## src/hdl/slr_pkg.sv

```systemverilog
// Shared constants, codes and types for the sentinel line chunk relay.
`default_nettype none

package slr_pkg;

   localparam int CHUNK_MAX    = 64;
   localparam int SENTINEL_MAX = 16;

   localparam int CHUNK_IDX_W = $clog2(CHUNK_MAX);
   localparam int CHUNK_CNT_W = $clog2(CHUNK_MAX + 1);
   localparam int SENT_IDX_W  = $clog2(SENTINEL_MAX);
   localparam int SENT_LEN_W  = $clog2(SENTINEL_MAX + 1);

   localparam int CSR_INDEX_W = 2;
   localparam int CSR_DATA_W  = 64;
   localparam int COUNTER_W   = 32;

   localparam logic [7:0] NEWLINE_BYTE = 8'h0A;

   localparam logic CMD_PUSH  = 1'b0;
   localparam logic CMD_FLUSH = 1'b1;

   localparam logic [CSR_INDEX_W-1:0] CSR_SENTINEL_LENGTH = 2'd0;
   localparam logic [CSR_INDEX_W-1:0] CSR_SENTINEL_LOW    = 2'd1;
   localparam logic [CSR_INDEX_W-1:0] CSR_SENTINEL_HIGH   = 2'd2;

   typedef enum logic [1:0] {
      STATUS_OK         = 2'd0,
      STATUS_COMPLETE   = 2'd1,
      STATUS_SINK_ERROR = 2'd2
   } status_type;

   typedef enum logic [2:0] {
      ST_IDLE,
      ST_EVAL,
      ST_READ,
      ST_LOAD,
      ST_SINGLE
   } state_type;

   typedef struct packed {
      logic take_item;
      logic evaluate;
      logic read_issue;
      logic load_byte;
      logic load_single;
   } ctrl_cmd_type;

   typedef struct packed {
      logic deliver;
      logic last_byte;
      logic out_free;
   } dp_status_type;

endpackage

`default_nettype wire

```

## src/hdl/slr_if.sv

```systemverilog
// Handshake channel interfaces for requests, results and register writes.
`default_nettype none

interface slr_req_if;
   import slr_pkg::*;
   logic       valid;
   logic       ready;
   logic       cmd;
   logic [7:0] data_byte;
   logic       sink_reject;

   modport source (output valid, output cmd, output data_byte, output sink_reject,
                   input ready);
   modport sink (input valid, input cmd, input data_byte, input sink_reject,
                 output ready);
endinterface

interface slr_rsp_if;
   import slr_pkg::*;
   logic                 valid;
   logic                 ready;
   logic                 byte_valid;
   logic [7:0]           out_byte;
   logic                 last;
   logic [1:0]           status;
   logic [COUNTER_W-1:0] accepted_total;

   modport source (output valid, output byte_valid, output out_byte, output last,
                   output status, output accepted_total, input ready);
   modport sink (input valid, input byte_valid, input out_byte, input last,
                 input status, input accepted_total, output ready);
endinterface

interface slr_csr_if;
   import slr_pkg::*;
   logic                   valid;
   logic                   ready;
   logic [CSR_INDEX_W-1:0] index;
   logic [CSR_DATA_W-1:0]  data;

   modport source (output valid, output index, output data, input ready);
   modport sink (input valid, input index, input data, output ready);
endinterface

`default_nettype wire

```

## src/hdl/slr_controller.sv

```systemverilog
// Sequencing state machine: accepts a request, evaluates it and steps out its results.
`default_nettype none

module slr_controller
   import slr_pkg::*;
(
   input  wire logic          clock,
   input  wire logic          reset,
   input  wire logic          req_valid,
   output logic               req_ready,
   input  wire dp_status_type dp_status,
   output ctrl_cmd_type       ctrl_cmd
);

   state_type state_ff;
   state_type state_in;

   always_ff @(posedge clock) begin
      if (reset) begin
         state_ff <= ST_IDLE;
      end else begin
         state_ff <= state_in;
      end
   end

   always_comb begin
      state_in  = state_ff;
      req_ready = 1'b0;
      ctrl_cmd  = '0;
      unique case (state_ff)
         ST_IDLE: begin
            req_ready = 1'b1;
            if (req_valid) begin
               ctrl_cmd.take_item = 1'b1;
               state_in           = ST_EVAL;
            end
         end
         ST_EVAL: begin
            ctrl_cmd.evaluate = 1'b1;
            state_in          = dp_status.deliver ? ST_READ : ST_SINGLE;
         end
         ST_READ: begin
            ctrl_cmd.read_issue = 1'b1;
            state_in            = ST_LOAD;
         end
         ST_LOAD: begin
            if (dp_status.out_free) begin
               ctrl_cmd.load_byte = 1'b1;
               state_in           = dp_status.last_byte ? ST_IDLE : ST_READ;
            end
         end
         ST_SINGLE: begin
            if (dp_status.out_free) begin
               ctrl_cmd.load_single = 1'b1;
               state_in             = ST_IDLE;
            end
         end
         default: begin
            state_in = ST_IDLE;
         end
      endcase
   end

   // A taken request is always evaluated in the following cycle.
   assert property (@(posedge clock) disable iff (reset)
      ctrl_cmd.take_item |=> state_ff == ST_EVAL)
      else $error("request not followed by evaluation");

   // The final byte of a run returns the controller to idle.
   assert property (@(posedge clock) disable iff (reset)
      ctrl_cmd.load_byte && dp_status.last_byte |=> state_ff == ST_IDLE)
      else $error("run did not end after its last byte");

endmodule

`default_nettype wire

```

## src/hdl/slr_datapath.sv

```systemverilog
// Chunk memory, sentinel window, counters, register file and result register.
`default_nettype none

module slr_datapath
   import slr_pkg::*;
(
   input  wire logic         clock,
   input  wire logic         reset,
   input  wire logic         req_cmd,
   input  wire logic [7:0]   req_data_byte,
   input  wire logic         req_sink_reject,
   slr_rsp_if.source         rsp,
   slr_csr_if.sink           csr,
   input  wire ctrl_cmd_type ctrl_cmd,
   output dp_status_type     dp_status
);

   // Configuration registers.
   logic [SENT_LEN_W-1:0] sent_len_ff;
   logic [CSR_DATA_W-1:0] sent_low_ff;
   logic [CSR_DATA_W-1:0] sent_high_ff;

   // Line and chunk state.
   logic [7:0]             chunk_store_ff [CHUNK_MAX];
   logic [CHUNK_CNT_W-1:0] chunk_count_ff, chunk_count_in;
   logic [7:0]             tail_window_ff [SENTINEL_MAX];
   logic [7:0]             tail_window_in [SENTINEL_MAX];
   logic [SENT_LEN_W-1:0]  tail_count_ff, tail_count_in;
   logic                   seen_ff, seen_in;
   logic [COUNTER_W-1:0]   counter_ff, counter_in;

   // Captured request and run bookkeeping.
   logic                   item_flush_ff;
   logic                   item_newline_ff;
   logic                   item_reject_ff;
   logic [CHUNK_CNT_W-1:0] run_len_ff;
   logic [CHUNK_IDX_W-1:0] rd_idx_ff, rd_idx_in;
   logic [7:0]             rd_data_ff;
   status_type             status_ff, status_in;

   // Result register.
   logic                 rsp_valid_ff, rsp_valid_in;
   logic                 rsp_byte_valid_ff;
   logic [7:0]           rsp_out_byte_ff;
   logic                 rsp_last_ff;
   status_type           rsp_status_ff;
   logic [COUNTER_W-1:0] rsp_total_ff;

   logic                          push_take;
   logic                          newline_take;
   logic [SENT_LEN_W-1:0]         eff_len;
   logic [8*SENTINEL_MAX-1:0]     sentinel_vec;
   logic [7:0]                    shifted [SENTINEL_MAX];
   logic                          deliver;
   logic                          rejected;
   logic                          match;

   assign csr.ready = 1'b1;

   always_ff @(posedge clock) begin
      if (reset) begin
         sent_len_ff  <= SENT_LEN_W'(1);
         sent_low_ff  <= '0;
         sent_high_ff <= '0;
      end else if (csr.valid) begin
         unique case (csr.index)
            CSR_SENTINEL_LENGTH: sent_len_ff  <= csr.data[SENT_LEN_W-1:0];
            CSR_SENTINEL_LOW:    sent_low_ff  <= csr.data;
            CSR_SENTINEL_HIGH:   sent_high_ff <= csr.data;
            default: ;
         endcase
      end
   end

   // A length of zero behaves as one, anything longer than the window as the window.
   always_comb begin
      if (sent_len_ff == '0) begin
         eff_len = SENT_LEN_W'(1);
      end else if (sent_len_ff > SENT_LEN_W'(SENTINEL_MAX)) begin
         eff_len = SENT_LEN_W'(SENTINEL_MAX);
      end else begin
         eff_len = sent_len_ff;
      end
   end

   assign sentinel_vec = {sent_high_ff, sent_low_ff};
   assign push_take    = ctrl_cmd.take_item && (req_cmd == CMD_PUSH);
   assign newline_take = (req_data_byte == NEWLINE_BYTE);

   assign deliver  = item_flush_ff ? (chunk_count_ff != '0)
                                   : (item_newline_ff
                                      || chunk_count_ff == CHUNK_CNT_W'(CHUNK_MAX));
   assign rejected = deliver && item_reject_ff;

   always_comb begin
      match = (tail_count_ff == eff_len);
      for (int i = 0; i < SENTINEL_MAX; i++) begin
         if (SENT_LEN_W'(i) < eff_len && tail_window_ff[i] != sentinel_vec[8*i +: 8]) begin
            match = 1'b0;
         end
      end
   end

   always_comb begin
      for (int i = 0; i < SENTINEL_MAX - 1; i++) begin
         shifted[i] = tail_window_ff[i+1];
      end
      shifted[SENTINEL_MAX-1] = tail_window_ff[SENTINEL_MAX-1];
   end

   // Window: fill from the front until full, then slide left within the active length.
   always_comb begin
      tail_count_in = tail_count_ff;
      for (int i = 0; i < SENTINEL_MAX; i++) begin
         tail_window_in[i] = tail_window_ff[i];
      end
      if (push_take && !newline_take) begin
         if (tail_count_ff < eff_len) begin
            tail_window_in[tail_count_ff[SENT_IDX_W-1:0]] = req_data_byte;
            tail_count_in = tail_count_ff + SENT_LEN_W'(1);
         end else begin
            for (int i = 0; i < SENTINEL_MAX; i++) begin
               if (SENT_LEN_W'(i + 1) < eff_len) begin
                  tail_window_in[i] = shifted[i];
               end else if (SENT_LEN_W'(i + 1) == eff_len) begin
                  tail_window_in[i] = req_data_byte;
               end
            end
         end
      end
      // A newline that was passed downstream without the sentinel starts a fresh line.
      if (ctrl_cmd.evaluate && !item_flush_ff && item_newline_ff && !rejected && !seen_ff) begin
         tail_count_in = '0;
      end
   end

   always_comb begin
      chunk_count_in = chunk_count_ff;
      counter_in     = counter_ff;
      seen_in        = seen_ff;
      status_in      = status_ff;
      if (push_take) begin
         chunk_count_in = chunk_count_ff + CHUNK_CNT_W'(1);
      end
      if (ctrl_cmd.evaluate) begin
         if (deliver) begin
            chunk_count_in = '0;
            if (!item_reject_ff) begin
               counter_in = counter_ff + COUNTER_W'(chunk_count_ff);
            end
         end
         if (!item_flush_ff && !item_newline_ff && match) begin
            seen_in = 1'b1;
         end
         if (rejected) begin
            status_in = STATUS_SINK_ERROR;
         end else if (!item_flush_ff && item_newline_ff && seen_ff) begin
            status_in = STATUS_COMPLETE;
         end else begin
            status_in = STATUS_OK;
         end
      end
   end

   assign dp_status.deliver   = deliver;
   assign dp_status.last_byte = ({1'b0, rd_idx_ff} == CHUNK_CNT_W'(run_len_ff - 1'b1));
   assign dp_status.out_free  = !rsp_valid_ff || rsp.ready;

   always_comb begin
      rd_idx_in = rd_idx_ff;
      if (ctrl_cmd.evaluate) begin
         rd_idx_in = '0;
      end else if (ctrl_cmd.load_byte) begin
         rd_idx_in = rd_idx_ff + CHUNK_IDX_W'(1);
      end
   end

   always_comb begin
      rsp_valid_in = rsp_valid_ff;
      if (ctrl_cmd.load_byte || ctrl_cmd.load_single) begin
         rsp_valid_in = 1'b1;
      end else if (rsp.ready) begin
         rsp_valid_in = 1'b0;
      end
   end

   always_ff @(posedge clock) begin
      if (reset) begin
         chunk_count_ff <= '0;
         tail_count_ff  <= '0;
         seen_ff        <= 1'b0;
         counter_ff     <= '0;
         rsp_valid_ff   <= 1'b0;
      end else begin
         chunk_count_ff <= chunk_count_in;
         tail_count_ff  <= tail_count_in;
         seen_ff        <= seen_in;
         counter_ff     <= counter_in;
         rsp_valid_ff   <= rsp_valid_in;
      end
   end

   always_ff @(posedge clock) begin
      for (int i = 0; i < SENTINEL_MAX; i++) begin
         tail_window_ff[i] <= tail_window_in[i];
      end
      rd_idx_ff <= rd_idx_in;
      status_ff <= status_in;
      if (ctrl_cmd.take_item) begin
         item_flush_ff   <= (req_cmd == CMD_FLUSH);
         item_newline_ff <= newline_take;
         item_reject_ff  <= req_sink_reject;
      end
      if (ctrl_cmd.evaluate) begin
         run_len_ff <= chunk_count_ff;
      end
      if (ctrl_cmd.load_byte) begin
         rsp_byte_valid_ff <= 1'b1;
         rsp_out_byte_ff   <= rd_data_ff;
         rsp_last_ff       <= dp_status.last_byte;
         rsp_status_ff     <= status_ff;
         rsp_total_ff      <= counter_ff;
      end else if (ctrl_cmd.load_single) begin
         rsp_byte_valid_ff <= 1'b0;
         rsp_out_byte_ff   <= '0;
         rsp_last_ff       <= 1'b1;
         rsp_status_ff     <= status_ff;
         rsp_total_ff      <= counter_ff;
      end
   end

   // Chunk memory: one write port at the fill position, one registered read port.
   always_ff @(posedge clock) begin
      if (push_take) begin
         chunk_store_ff[chunk_count_ff[CHUNK_IDX_W-1:0]] <= req_data_byte;
      end
      if (ctrl_cmd.read_issue) begin
         rd_data_ff <= chunk_store_ff[rd_idx_ff];
      end
   end

   assign rsp.valid          = rsp_valid_ff;
   assign rsp.byte_valid     = rsp_byte_valid_ff;
   assign rsp.out_byte       = rsp_out_byte_ff;
   assign rsp.last           = rsp_last_ff;
   assign rsp.status         = rsp_status_ff;
   assign rsp.accepted_total = rsp_total_ff;

   // Delivering a chunk always empties it.
   assert property (@(posedge clock) disable iff (reset)
      ctrl_cmd.evaluate && deliver |=> chunk_count_ff == '0)
      else $error("chunk not cleared after delivery");

   // The window fill level never exceeds the window size.
   assert property (@(posedge clock) disable iff (reset)
      tail_count_ff <= SENT_LEN_W'(SENTINEL_MAX))
      else $error("window fill level out of range");

   // A rejected chunk leaves the accepted byte total unchanged.
   assert property (@(posedge clock) disable iff (reset)
      ctrl_cmd.evaluate && rejected |=> counter_ff == $past(counter_ff))
      else $error("rejected chunk advanced the byte total");

endmodule

`default_nettype wire

```

## src/hdl/sentinel_line_chunk_relay.sv

```systemverilog
// Sentinel line chunk relay is one request per pushed byte or flush, one result
// per delivered byte (or a single status result when nothing is delivered). A
// request is taken only while the block is idle. A request that delivers no
// chunk ends in a single status result; one that delivers a chunk of n bytes
// reads each byte through the chunk memory's registered read port and then
// loads it into the result register, waiting while that is still full. The result
// register frees the request side, so a new request is taken while the last
// result still waits downstream. The running byte total reported on each result
// already includes the chunk of that request unless downstream rejected it.
`default_nettype none

module sentinel_line_chunk_relay
   import slr_pkg::*;
(
   input wire logic  clock,
   input wire logic  reset,
   slr_req_if.sink   req,
   slr_rsp_if.source rsp,
   slr_csr_if.sink   csr
);

   ctrl_cmd_type  ctrl_cmd;
   dp_status_type dp_status;
   logic          req_ready;

   assign req.ready = req_ready;

   slr_controller u_controller (
      .clock     (clock),
      .reset     (reset),
      .req_valid (req.valid),
      .req_ready (req_ready),
      .dp_status (dp_status),
      .ctrl_cmd  (ctrl_cmd)
   );

   slr_datapath u_datapath (
      .clock           (clock),
      .reset           (reset),
      .req_cmd         (req.cmd),
      .req_data_byte   (req.data_byte),
      .req_sink_reject (req.sink_reject),
      .rsp             (rsp),
      .csr             (csr),
      .ctrl_cmd        (ctrl_cmd),
      .dp_status       (dp_status)
   );

endmodule

`default_nettype wire

```

## src/flat_wrapper.sv

```systemverilog
// flat-port wrapper written by rule: the top's interface ports become plain ports
module sentinel_line_chunk_relay_flat import slr_pkg::*;
  (clock, reset, req_valid, req_cmd, req_data_byte, req_sink_reject, req_ready, rsp_valid, rsp_byte_valid, rsp_out_byte, rsp_last, rsp_status, rsp_accepted_total, rsp_ready, csr_valid, csr_index, csr_data, csr_ready);
  slr_req_if req_i ();
  slr_rsp_if rsp_i ();
  slr_csr_if csr_i ();
  input wire logic clock;
  input wire logic reset;
  input wire logic [$bits(req_i.valid)-1:0] req_valid;
  input wire logic [$bits(req_i.cmd)-1:0] req_cmd;
  input wire logic [$bits(req_i.data_byte)-1:0] req_data_byte;
  input wire logic [$bits(req_i.sink_reject)-1:0] req_sink_reject;
  output wire logic [$bits(req_i.ready)-1:0] req_ready;
  output wire logic [$bits(rsp_i.valid)-1:0] rsp_valid;
  output wire logic [$bits(rsp_i.byte_valid)-1:0] rsp_byte_valid;
  output wire logic [$bits(rsp_i.out_byte)-1:0] rsp_out_byte;
  output wire logic [$bits(rsp_i.last)-1:0] rsp_last;
  output wire logic [$bits(rsp_i.status)-1:0] rsp_status;
  output wire logic [$bits(rsp_i.accepted_total)-1:0] rsp_accepted_total;
  input wire logic [$bits(rsp_i.ready)-1:0] rsp_ready;
  input wire logic [$bits(csr_i.valid)-1:0] csr_valid;
  input wire logic [$bits(csr_i.index)-1:0] csr_index;
  input wire logic [$bits(csr_i.data)-1:0] csr_data;
  output wire logic [$bits(csr_i.ready)-1:0] csr_ready;
  assign req_i.valid = req_valid;
  assign req_i.cmd = req_cmd;
  assign req_i.data_byte = req_data_byte;
  assign req_i.sink_reject = req_sink_reject;
  assign req_ready = req_i.ready;
  assign rsp_valid = rsp_i.valid;
  assign rsp_byte_valid = rsp_i.byte_valid;
  assign rsp_out_byte = rsp_i.out_byte;
  assign rsp_last = rsp_i.last;
  assign rsp_status = rsp_i.status;
  assign rsp_accepted_total = rsp_i.accepted_total;
  assign rsp_i.ready = rsp_ready;
  assign csr_i.valid = csr_valid;
  assign csr_i.index = csr_index;
  assign csr_i.data = csr_data;
  assign csr_ready = csr_i.ready;
  sentinel_line_chunk_relay u_core (.clock(clock), .reset(reset), .req(req_i), .rsp(rsp_i), .csr(csr_i));
endmodule
```

## config.mk

```make
export PLATFORM = sky130hd
export DESIGN_NAME = sentinel_line_chunk_relay_flat
export DESIGN_NICKNAME = d
export VERILOG_FILES = /design/src/hdl/slr_pkg.sv /design/src/hdl/slr_if.sv /design/src/hdl/slr_controller.sv /design/src/hdl/slr_datapath.sv /design/src/hdl/sentinel_line_chunk_relay.sv /design/src/flat_wrapper.sv
export SDC_FILE = /design/constraint.sdc
export NUM_CORES = 1
export LEC_CHECK = 0
export ABC_AREA = 1
export BUFFER_PORTS_ARGS = -buffer_cell sky130_fd_sc_hd__buf_2
export CORE_MARGIN = 3
export CORE_UTILIZATION = 45
export CTS_BUF_LIST = sky130_fd_sc_hd__clkbuf_4 sky130_fd_sc_hd__clkbuf_8 sky130_fd_sc_hd__clkbuf_16
export DETAILED_ROUTE_END_ITERATION = 7
export GPL_TIMING_DRIVEN = 0
export PLACE_DENSITY_LB_ADDON = 0.2
export SLEW_MARGIN = 5
export SYNTH_ARGS = -nofsm -noshare
export SYNTH_HDL_FRONTEND = slang
export SYNTH_HIERARCHICAL = 1
export SYNTH_SLANG_ARGS = --single-unit
```

## constraint.sdc

```tcl
create_clock -name clock -period 5.7 [get_ports clock]
set_input_delay 1.14 -clock clock [delete_from_list [all_inputs] [get_ports clock]]
set_output_delay 1.14 -clock clock [all_outputs]
set_load 0.005 [all_outputs]
```

== Word-level counts from Yosys, hierarchy flattened ==
Memories as Yosys holds them, arrays and structs flattened. A register that Yosys moved wholly into a read port is not among the register bits.
Cells that the tools add are included.

* Bits in registers: 244
* Bits in latches: 0
* Bits in writable memories: 640
* Memory bits (read-only): 0
* Input port bits: 81
* Output and inout bits: 47
* Word-level logic and storage cells: 233
* Memories kept: 2

* Add/subtract/negate cells: 5
* Multipliers: 0
* Divide/modulo/power cells: 0
* Magnitude comparators: 21
* Equal/unequal tests: 45
* Shifts and indexed selects: 0
* Multiplexer cells: 86
* Bitwise logic cells: 3
* Reduce and logical (&&, ||, !) cells: 51

{| class="wikitable"
|+ Memory list
! name !! words !! width !! rd ports !! clocked after memory_dff !! wr ports !! line !! text
|-
| u_core.u_datapath.chunk_store_ff || 64 || 8 || 1 || 1 || 1 || slr_datapath.sv:24 || <nowiki>logic [7:0] chunk_store_ff [CHUNK_MAX];</nowiki>
|-
| u_core.u_datapath.tail_window_ff || 16 || 8 || 16 || 0 || 16 || slr_datapath.sv:26 || <nowiki>logic [7:0] tail_window_ff [SENTINEL_MAX];</nowiki>
|}

{| class="wikitable"
|+ Operators by type and width
! kind !! count
|-
| 8-bit two-way mux || 35
|-
| 128-bit two-way mux || 2
|-
| 128-bit bitwise mux || 1
|-
| 8-bit != test || 16
|-
| 32-bit two-way mux || 2
|-
| 4-bit by 5-bit equality test with 1-bit output, first input constant || 8
|-
| 4-bit by 5-bit less-than comparator with 1-bit output, first input constant || 8
|-
| 32-bit by 7-bit adder with 32-bit output || 1
|-
| 8-bit demux with 4-bit select || 1
|-
| 1-bit two-way mux || 32
|-
| 1-bit logical AND || 28
|-
| 7-bit two-way mux || 3
|-
| 3-bit by 5-bit equality test with 1-bit output, first input constant || 4
|-
| 3-bit by 5-bit less-than comparator with 1-bit output, first input constant || 4
|-
| 3-bit one-hot mux with 5 select lines || 1
|-
| 3-bit two-way mux || 4
|-
| 2-bit by 5-bit equality test with 1-bit output, first input constant || 2
|-
| 1-bit by 5-bit less-than comparator with 1-bit output, first input constant || 2
|-
| 2-bit by 5-bit less-than comparator with 1-bit output, first input constant || 2
|-
| 5-bit two-way mux || 2
|-
| 2-bit AND reduction || 5
|-
| 8-bit by 4-bit equality test with 1-bit output, second input constant || 1
|-
| 7-bit by 1-bit adder with 7-bit output, second input constant || 1
|-
| 6-bit by 7-bit equality test with 1-bit output || 1
|-
| 31 further kinds || 45
|}

== Logic depth before layout (Yosys ltp) ==
Gate-level depths: netlist (run 1).

* Depth after elaboration: 23
* Gate-level depth with buffers: 16
* Mapped depth without buffers: 16

== Cells and area by module ==
The synthesis (run 1) kept the hierarchy.

{| class="wikitable"
|+ By module, submodules not included
! module !! times used !! cells each !! area each (sq um)
|-
| slr_datapath || 1 || 3614 || 38172.9
|-
| slr_controller || 1 || 36 || 203.9
|}

== Worst setup path after synthesis (run 1) ==
Ideal clock, no wire load.

* Path type: register -> register
* From: register, netlist name u_core/u_datapath/sent_len_ff[4]
* To: memory u_core.u_datapath.tail_window_ff[9][2], in the netlist u_core/u_datapath/tail_window_ff[1][10], enable pin
* Library setup time: 388 ps
* Arrival time: 2920 ps
* Setup slack: 2392 ps
* Cell stages (with the launch flop): 14
* Buffers on the path: 4
* Clock period less this slack: 3308 ps
* Path through: dfxtp_1 > buf_4 > inv_2 > clkbuf_1 > clkbuf_1 > ha_1 > nand2_1 > nor2_1 > a211oi_1 > nand2_2 > inv_2 > buf_2 > nor2_1 > a221oi_1

{| class="wikitable"
|+ RTL lines
! what !! line
|-
| end, declared || slr_datapath.sv:26
|}

==> results of run 1 <==
power breakdown:
group	internal, W	switching, W
clock	0.00353	0.00257
sequential	0.00719	0.000102
combinational	0.000416	0.00123
total	0.0111	0.00390
layer usage:
| metal | vias to the layer above | wire length [µm] | part of all wire (%) |
|---|---|---|---|
| li1 | 13374 | - | - |
| met1 | 14683 | 55800 | 42 |
| met2 | 1691 | 56800 | 43 |
| met3 | 295 | 15000 | 11 |
| met4 | 6 | 5080 | 3.8 |
| met5 | - | 41 | 0.031 |
cells by family after synthesis:
kind of cell / count (synthesis) / synth area share (%)
and+or+nand+nor: 1213 / 13.1
AOI/OAI and AO/OA: 940 / 13.6
DFF: 892 / 64.9
buffers and inverters: 446 / 4.56
xor gates and xnor gates: 137 / 3.13
adders and majority gates: 21 / 0.704
other: 1 / 0.00977
state kept, by name (all words and copies together) (netlist names):
| signal | cells |
|---|---|
| u_core/u_controller/state_ff | 3 |
| u_core/u_datapath/sent_high_ff | 64 |
| u_core/u_datapath/rsp.out_byte | 8 |
| u_core/u_datapath/rd_idx_ff | 6 |
| u_core/u_datapath/rd_data_ff | 8 |
| u_core/u_datapath/rsp.accepted_total | 32 |
| u_core/u_datapath/tail_window_ff | 128 |
| u_core/u_datapath/rsp.byte_valid | 1 |
| u_core/u_datapath/counter_ff | 32 |
| u_core/u_datapath/rsp.status | 2 |
| u_core/u_datapath/item_flush_ff | 1 |
| u_core/u_datapath/chunk_count_ff | 7 |
| u_core/u_datapath/status_ff | 2 |
| u_core/u_datapath/sent_low_ff | 64 |
| u_core/u_datapath/sent_len_ff | 5 |
| u_core/u_datapath/item_newline_ff | 1 |
| u_core/u_datapath/item_reject_ff | 1 |
| u_core/u_datapath/rsp.valid | 1 |
| u_core/u_datapath/chunk_store_ff | 512 |
| u_core/u_datapath/tail_count_ff | 5 |
| u_core/u_datapath/run_len_ff | 7 |
| u_core/u_datapath/seen_ff | 1 |
| u_core/u_datapath/rsp.last | 1 |
final timing paths:
check / slack [ps] / from / endpoint
worst max-delay path: 1470 / u_core/u_datapath/sent_len_ff[4] / u_core/u_datapath/tail_window_ff[1][8]
worst min-delay path: 430 / u_core/u_datapath/status_ff[0] / u_core/u_datapath/rsp.status[0]
worst max register to register: 1470 / u_core/u_datapath/sent_len_ff[4] / u_core/u_datapath/tail_window_ff[1][8]
worst min register to register: 430 / u_core/u_datapath/status_ff[0] / u_core/u_datapath/rsp.status[0]
layout make-up:
type | count | area, µm²
well taps | 1134 | 1420
fillers | 7631 | 40400
inverters | 248 | 932
diodes | 3 | 7.51
multi-input cells | 2312 | 11800
repair buffers | 133 | 747
plain buffers | 198 | 820
clock inverters | 43 | 375
clock buffers | 131 | 2720
flip-flops and latches | 892 | 24900
cell usage in the layout, fill, tap and decap left out, types with 8 or more instances in the layout:
cell	count
clkinv_2	13
clkbuf_16	95
nor3_1	25
nor2_4	8
dfxtp_1	189
nand3_1	121
xnor2_1	79
o221ai_1	51
o21ai_0	535
inv_1	220
inv_2	15
nand4_1	51
clkbuf_8	12
nand2_1	347
buf_2	151
xor2_1	58
a21oi_1	145
edfxtp_1	703
clkbuf_4	24
clkbuf_1	153
buf_4	13
nor2_1	627
o211ai_1	30
o22ai_1	152
ha_1	20
clkinv_1	26
through the flow:
stage / utilization (%) / total power, W / hold slack (ps) / cells
finish: 51.9 / 0.0150 / 433 / 5094
global route: 51.9 / 0.0155 / 432 / 5093
CTS: 51.9 / 0.0150 / 432 / 5091
detailed placement: 48.2 / 0.00899 / 418 / 4917
global placement: 48.1 / 0.00897 / 410 / 4910
floorplan: - / 0.00826 / 400 / 3650
==> implementation parameters, run 1 <==
Parameter                              Value

Outcome
  Status ... completed

Yosys
  Ys flop type ... edfxtp_1
  Synth warn ... 6
  Total of flip-flops plus latches after synthesis ... 892
  Post-Syn Nets ... 3,752
  Post-synthesis average cell area ... 10.5 µm²
  Post-Synthesis Cell Area ... 38,400 µm²
  Share of synthesized flip-flops with an asynchronous set or reset ... 0%
  Top cells by area, synth ... edfxtp_1 55%, dfxtp_1 9.9%, o21ai_0 7.0%
  Number of instances in the synthesized netlist ... 3,650
  Top cells by count, synth ... 703 x edfxtp_1, 628 x nor2_1, 535 x o21ai_0
  Share of synthesized area occupied by flip-flops and latches ... 64.9%
  Yosys top cell area share ... 55.0%
  Count of distinct cell types in the synthesized netlist ... 50
  Leading area contributor after synthesis ... edfxtp_1
  Count leader, synth ... edfxtp_1
  Number of synthesized flops with an enable pin ... 703

Setup path
  Endpoint class of the critical path ... register
  Startpoint kind of the worst setup timing path ... register
  Buf+Inv Stages, Crit Path ... 6
  Crit path max-delay family ... buffers and inverters
  Cells along the critical path ... buf_4 > inv_2 > clkbuf_1 > clkbuf_1 > ha_1 > nand2_1 > nor2_1 > a211oi_1 > nand2_2 > inv_2 > buf_2 > nor2_1 > a221oi_1
  Crit path largest cell delay ... 1060 ps
  Register-to-Register Path Depth ... 13
  Path type of the worst setup path ... register to register
  Req. time, crit path ... 5960 ps
  Worst-path fanout max ... 10
  Data arrival time at the worst-slack endpoint ... 4490 ps
  Cell count along the critical path ... 13
  Slowest stage cell, crit path ... a221oi_1

Die
  Std-Cell Core Area ... 84,100 µm²
  Top-level port count ... 128
  Std-Cell Rows ... 106
  Effective utilization at floorplan ... 45.6%
  Floorplan die width ... 298 µm
  Die area ... 88,800 µm²
  Die Ht ... 298 µm

STA
  Final clock period utilization by the worst path ... 74.3%
  Crit path time final ... 4230 ps
  Fin. max-slew vios ... 0
  Crit path setup slack, layout ... 1470 ps
  Setup TNS Final ... 0 ps
  Transition time at the pin with the least slew margin ... 1300 ps
  RSZ-0062 raised after global routing ... no
  Worst max-slew margin expressed relative to the limit ... 13.5%
  Maximum frequency from static timing analysis ... 236 MHz
  Final count of negative-setup-slack endpoints ... 0
  Worst clock skew on the final layout ... 20.6 ps
  Final Hold Viols ... 0

Drt
  DR vias ... 30,049
  Detailed Route WL ... 133,000 µm
  Count of routing violations after the opening detailed-route iteration ... 4,181
  Final ANT Viol Nets ... 0
  First-pass DRT Iterations ... 6
  DR vias/cell ... 5.90
  Residual DRC count ... 0
  Routed wire per std cell ... 26.0 µm

Min path
  Cell count of the worst hold path ... 0
  Worst min path class ... register to register

GRT
  Global-route wire length before repair ... 188,000 µm
  Grt met3 use ... 6.70%
  GRT Max-Usage Layer ... met2
  Global router's overall resource usage ... 28.9%
  Routing usage on met1 ... 41.8%
  Maximum number of pins on one net before global-route repair ... 69
  Aggregate global routing overflow ... 0
  Met2 routing resource usage after global routing ... 42.5%
  Antenna violations before repair ... 5
  Vias in the first global route ... 27,732

Clock network
  Clk root buf ... clkbuf_16
  Post-CTS Setup Bufs ... 0
  Clock-pin transition on the worst setup and hold timing paths ... 60 ps
  Maximum root-to-sink buffer count ... 3
  Clock Sinks ... 892
  Clock Latency Late Sink ... 650 ps
  Clock tree from TritonCTS ... done
  Level count of the clock H-tree ... 3
  Number of instances resized during post-cts repair ... 0
  Number of buffers inserted for hold repair after clock tree synthesis ... 0
  Clock buffer count from CTS ... 94

Cells and area
  Post-route cell area ... 43,700 µm²
  Layout cell share with drive strength beyond 1 ... 9.65%
  Final Net Count ... 3,981
  Area growth from synthesis to layout ... 13.8%

Power
  Power per cell area ... 344 nW/µm²
  Peak supply drop ... 0.000212 V
  Leakage power of the design ... 15.1 nW

Placement
  Final weighted congestion in routability-driven placement ... 0.973
  PortBufs ... 126
  DPL Wire Length ... 91,700 µm
  Post-DP Area ... 40,600 µm²
  Pre-CTS setup slack ... 374 ps

Run
  Max-cap violations ... 0
(Power assumes the default switching activity.)
==> run 2: changes to the inputs <==
--- a/config.mk
+++ b/config.mk
@@ -5,7 +5,7 @@
 export SDC_FILE = /design/constraint.sdc
 export NUM_CORES = 1
 export LEC_CHECK = 0
-export ABC_AREA = 1
+export ABC_AREA = 0
 export BUFFER_PORTS_ARGS = -buffer_cell sky130_fd_sc_hd__buf_2
 export CORE_MARGIN = 3
 export CORE_UTILIZATION = 45
==> constraint.sdc (replaced) <==
create_clock -name clock -period 3.8 [get_ports clock]
set_input_delay 0.76 -clock clock [delete_from_list [all_inputs] [get_ports clock]]
set_output_delay 0.76 -clock clock [all_outputs]
set_load 0.005 [all_outputs]
==> run 2 against run 1 <==
The flow now finishes with violations (setup timing); area after synthesis fell by 4.9%; critical path type unchanged; die area is 4.8% lower; critical path depth down 5; synthesized cell count is 34% lower; cell count fell by 26%; global-route usage shrank 6.0 points.
==> implementation parameters, run 2 <==
Parameter                              Value

Yosys
  Top cells by area, synth ... edfxtp_1 58%, dfxtp_1 10%, mux4_2 10%
  Post-synthesis average cell area ... 15.1 µm²
  Ys flop type ... edfxtp_1
  Fraction of synthesized cell area in xor and xnor cells ... 4.18%
  Share of synthesized area occupied by flip-flops and latches ... 68.2%
  Share of synthesized flip-flops with an asynchronous set or reset ... 0%
  Synthesized-area fraction occupied by and/or/nand/nor cells ... 7.77%
  Share of synthesized area spent on multiplexers ... 10.5%
  Post-Synth Adder-Cell Area ... 0.741%
  Post-Syn Nets ... 2,519
  Main combinational cell family by area after synthesis ... multiplexers
  Count leader, synth ... edfxtp_1
  Number of instances in the synthesized netlist ... 2,417
  Post-Synthesis Cell Area ... 36,500 µm²
  Total of flip-flops plus latches after synthesis ... 892
  Number of synthesized flops with an enable pin ... 703
  Yosys top cell area share ... 57.8%
  Count of distinct cell types in the synthesized netlist ... 65
  Top cells by count, synth ... 703 x edfxtp_1, 299 x nand2_1, 189 x dfxtp_1
  Leading area contributor after synthesis ... edfxtp_1
  Share of the synthesized area in compound gates (AO/OA/AOI/OAI) ... 6.78%
  Synth warn ... 6

Setup path
  Slowest stage cell, crit path ... nor2_1
  Worst-path fanout max ... 10
  Startpoint of the most critical setup path ... u_core/u_controller/state_ff[0]
  Path type of the worst setup path ... register to register
  Startpoint kind of the worst setup timing path ... register
  Data arrival time at the worst-slack endpoint ... 4240 ps
  Crit path largest cell delay ... 820 ps
  Cells along the critical path ... buf_4 > nor3_1 > and2_1 > nor2b_1 > clkbuf_1 > buf_1 > nand3b_1 > nor2_1
  Endpoint class of the critical path ... register
  Reg-to-reg critical path startpoint ... u_core/u_controller/state_ff[0]
  Req. time, crit path ... 4100 ps

Die
  Die Ht ... 291 µm
  Effective utilization at floorplan ... 45.8%
  Die area ... 84,600 µm²
  Top-level port count ... 128
  Std-Cell Core Area ... 79,600 µm²
  Std-Cell Rows ... 103
  Floorplan die width ... 291 µm

GRT
  Antenna violations before repair ... 3
  Aggregate global routing overflow ... 0
  Global router's overall resource usage ... 22.9%
  Global-route wire length before repair ... 145,000 µm
  Vias in the first global route ... 22,039
  Maximum number of pins on one net before global-route repair ... 66

Cells and area
  Layout cell share with drive strength beyond 1 ... 21.1%
  Max reg flops ... 512
  Final Net Count ... 2,749
  Leading cell types in the layout, fill and taps excluded ... 703 x edfxtp_1, 299 x nand2_1, 189 x dfxtp_1
  Most frequent standard cell in the layout excluding fill and tap cells ... edfxtp_1
  Area growth from synthesis to layout ... 15.1%

Clock network
  Clk root buf ... clkbuf_16
  Number of buffers inserted for hold repair after clock tree synthesis ... 0
  Clock Sinks ... 892
  Clock-pin transition on the worst setup and hold timing paths ... 60 ps
  Clock Latency Late Sink ... 660 ps
  Clock tree from TritonCTS ... done
  Maximum root-to-sink buffer count ... 3
  Level count of the clock H-tree ... 3
  Clock buffer count from CTS ... 91

Run
  Max-cap violations ... 0

Placement
  PortBufs ... 126
  Pre-CTS setup slack ... -994 ps
  Final weighted congestion in routability-driven placement ... 0.923
  DPL Wire Length ... 67,400 µm

Drt
  DR vias/cell ... 5.93
  Routed wire per std cell ... 26.0 µm
  First-pass DRT Iterations ... 7
  Detailed Route WL ... 98,200 µm
  Met1 Routed Length ... 43,100 µm
  Wire length on met3 ... 9010 µm
  Count of routing violations after the opening detailed-route iteration ... 2,349
  Top Metal Used ... met5
  Routed wl met2 ... 43,900 µm
  Final ANT Viol Nets ... 0
  Residual DRC count ... 0
  DR vias ... 22,390

STA
  Final count of negative-setup-slack endpoints ... 96
  Worst max-slew margin expressed relative to the limit ... 13.4%
  Setup TNS Final ... -6180 ps
  Maximum frequency from static timing analysis ... 254 MHz
  Worst clock skew on the final layout ... 55.2 ps
  Fin. max-slew vios ... 0
  RSZ-0062 raised after global routing ... yes
  Final clock period utilization by the worst path ... 104%
  Crit path setup slack, layout ... -138 ps
  Final Hold Viols ... 0
  Transition time at the pin with the least slew margin ... 1300 ps
  Crit path time final ... 3940 ps

Power
  Power per cell area ... 498 nW/µm²
  Leakage power of the design ... 13.7 nW
  Peak supply drop ... 0.000404 V

Min path
  Hold Startpoint ... req_sink_reject
  Worst min path class ... input pin to register

Outcome
  Failing checks ... setup timing
  Status ... finished, violations left
-- run 2: cell types whose count changed in the layout (fill, tap and decap cells not counted), moves of 43 or more --
cell      delta
o22ai_1    -149
inv_1      -201
nor2_1     -528
a22o_1     +112
clkbuf_1    -65
nand2_1     -48
mux4_2     +168
xnor2_1     -43
xor2_1      +80
o21ai_0    -522
o221ai_1    -51
nand3_1     -99
-- run 2: logic make-up after synthesis --
kind of cell             Yosys count
AND/OR/NAND/NOR                  624
other                              1
multiplexers                     174
adder cells (fa/ha/maj)           21
flip-flops                       892
buffers and inverters            160
XOR/XNOR                         174
AO/OA/AOI/OAI                    371
-- run 2: area by class of cell --
cell class	instances	area, µm²
antenna	1	2.50
buffer	139	596
clock buffer	120	2530
clock inverter	51	579
fill	6541	37600
inverter	20	75.1
multi-input combinational	1365	11200
sequential	892	24900
tap	1050	1310
timing repair buffer	138	776
-- run 2: path summary, 6_finish.rpt --
check	slack, ps	end	cells after the start
setup reg to reg	-140	u_core/u_datapath/chunk_store_ff[16][2]	8
hold / removal	310	u_core/u_datapath/item_reject_ff	1
hold reg to reg	420	u_core/u_datapath/rsp.status[0]	0
setup / recovery	-140	u_core/u_datapath/chunk_store_ff[16][2]	8
-- run 2: routing by layer --
metal	vias to the layer above	global-route usage, %
met2	990	34.3
li1	9680	-
met3	132	4.99
met4	2	5.37
met1	11586	34.4
met5	-	0
-- run 2: stage by stage --
stage / total power [W] / cells / util [%] / hold slack [ps] / area, µm²
after floorplan: 0.0115 / 2417 / - / 400 / 36500
after global placement: 0.0120 / 3593 / 48.3 / 408 / 38400
after detailed placement: 0.0121 / 3594 / 48.3 / 406 / 38500
after CTS: 0.0211 / 3765 / 52.4 / 267 / 41700
after global routing: 0.0216 / 3775 / 52.7 / 283 / 42000
final: 0.0209 / 3776 / 52.7 / 306 / 42000
-- run 2: what timing repair did --
item,4_1_cts,5_1_grt
setup buffers,1,10
endpoints found under the setup margin,326,532
pin swaps,1,3
resized for setup,43,56
-- run 2: worst max-delay path, delay by kind of cell, from the launching register on --
family	cells	cell delay [ps]
buf+inv	3	1050
flops	1	300
simple gates	5	2220
-- run 2: power breakdown --
group | internal, W | switching [W] | total (W)
registers | 0.0106 | 0.0000751 | 0.0107
clock network | 0.00518 | 0.00386 | 0.00904
logic | 0.000424 | 0.000758 | 0.00118
total | 0.0162 | 0.00469 | 0.0209
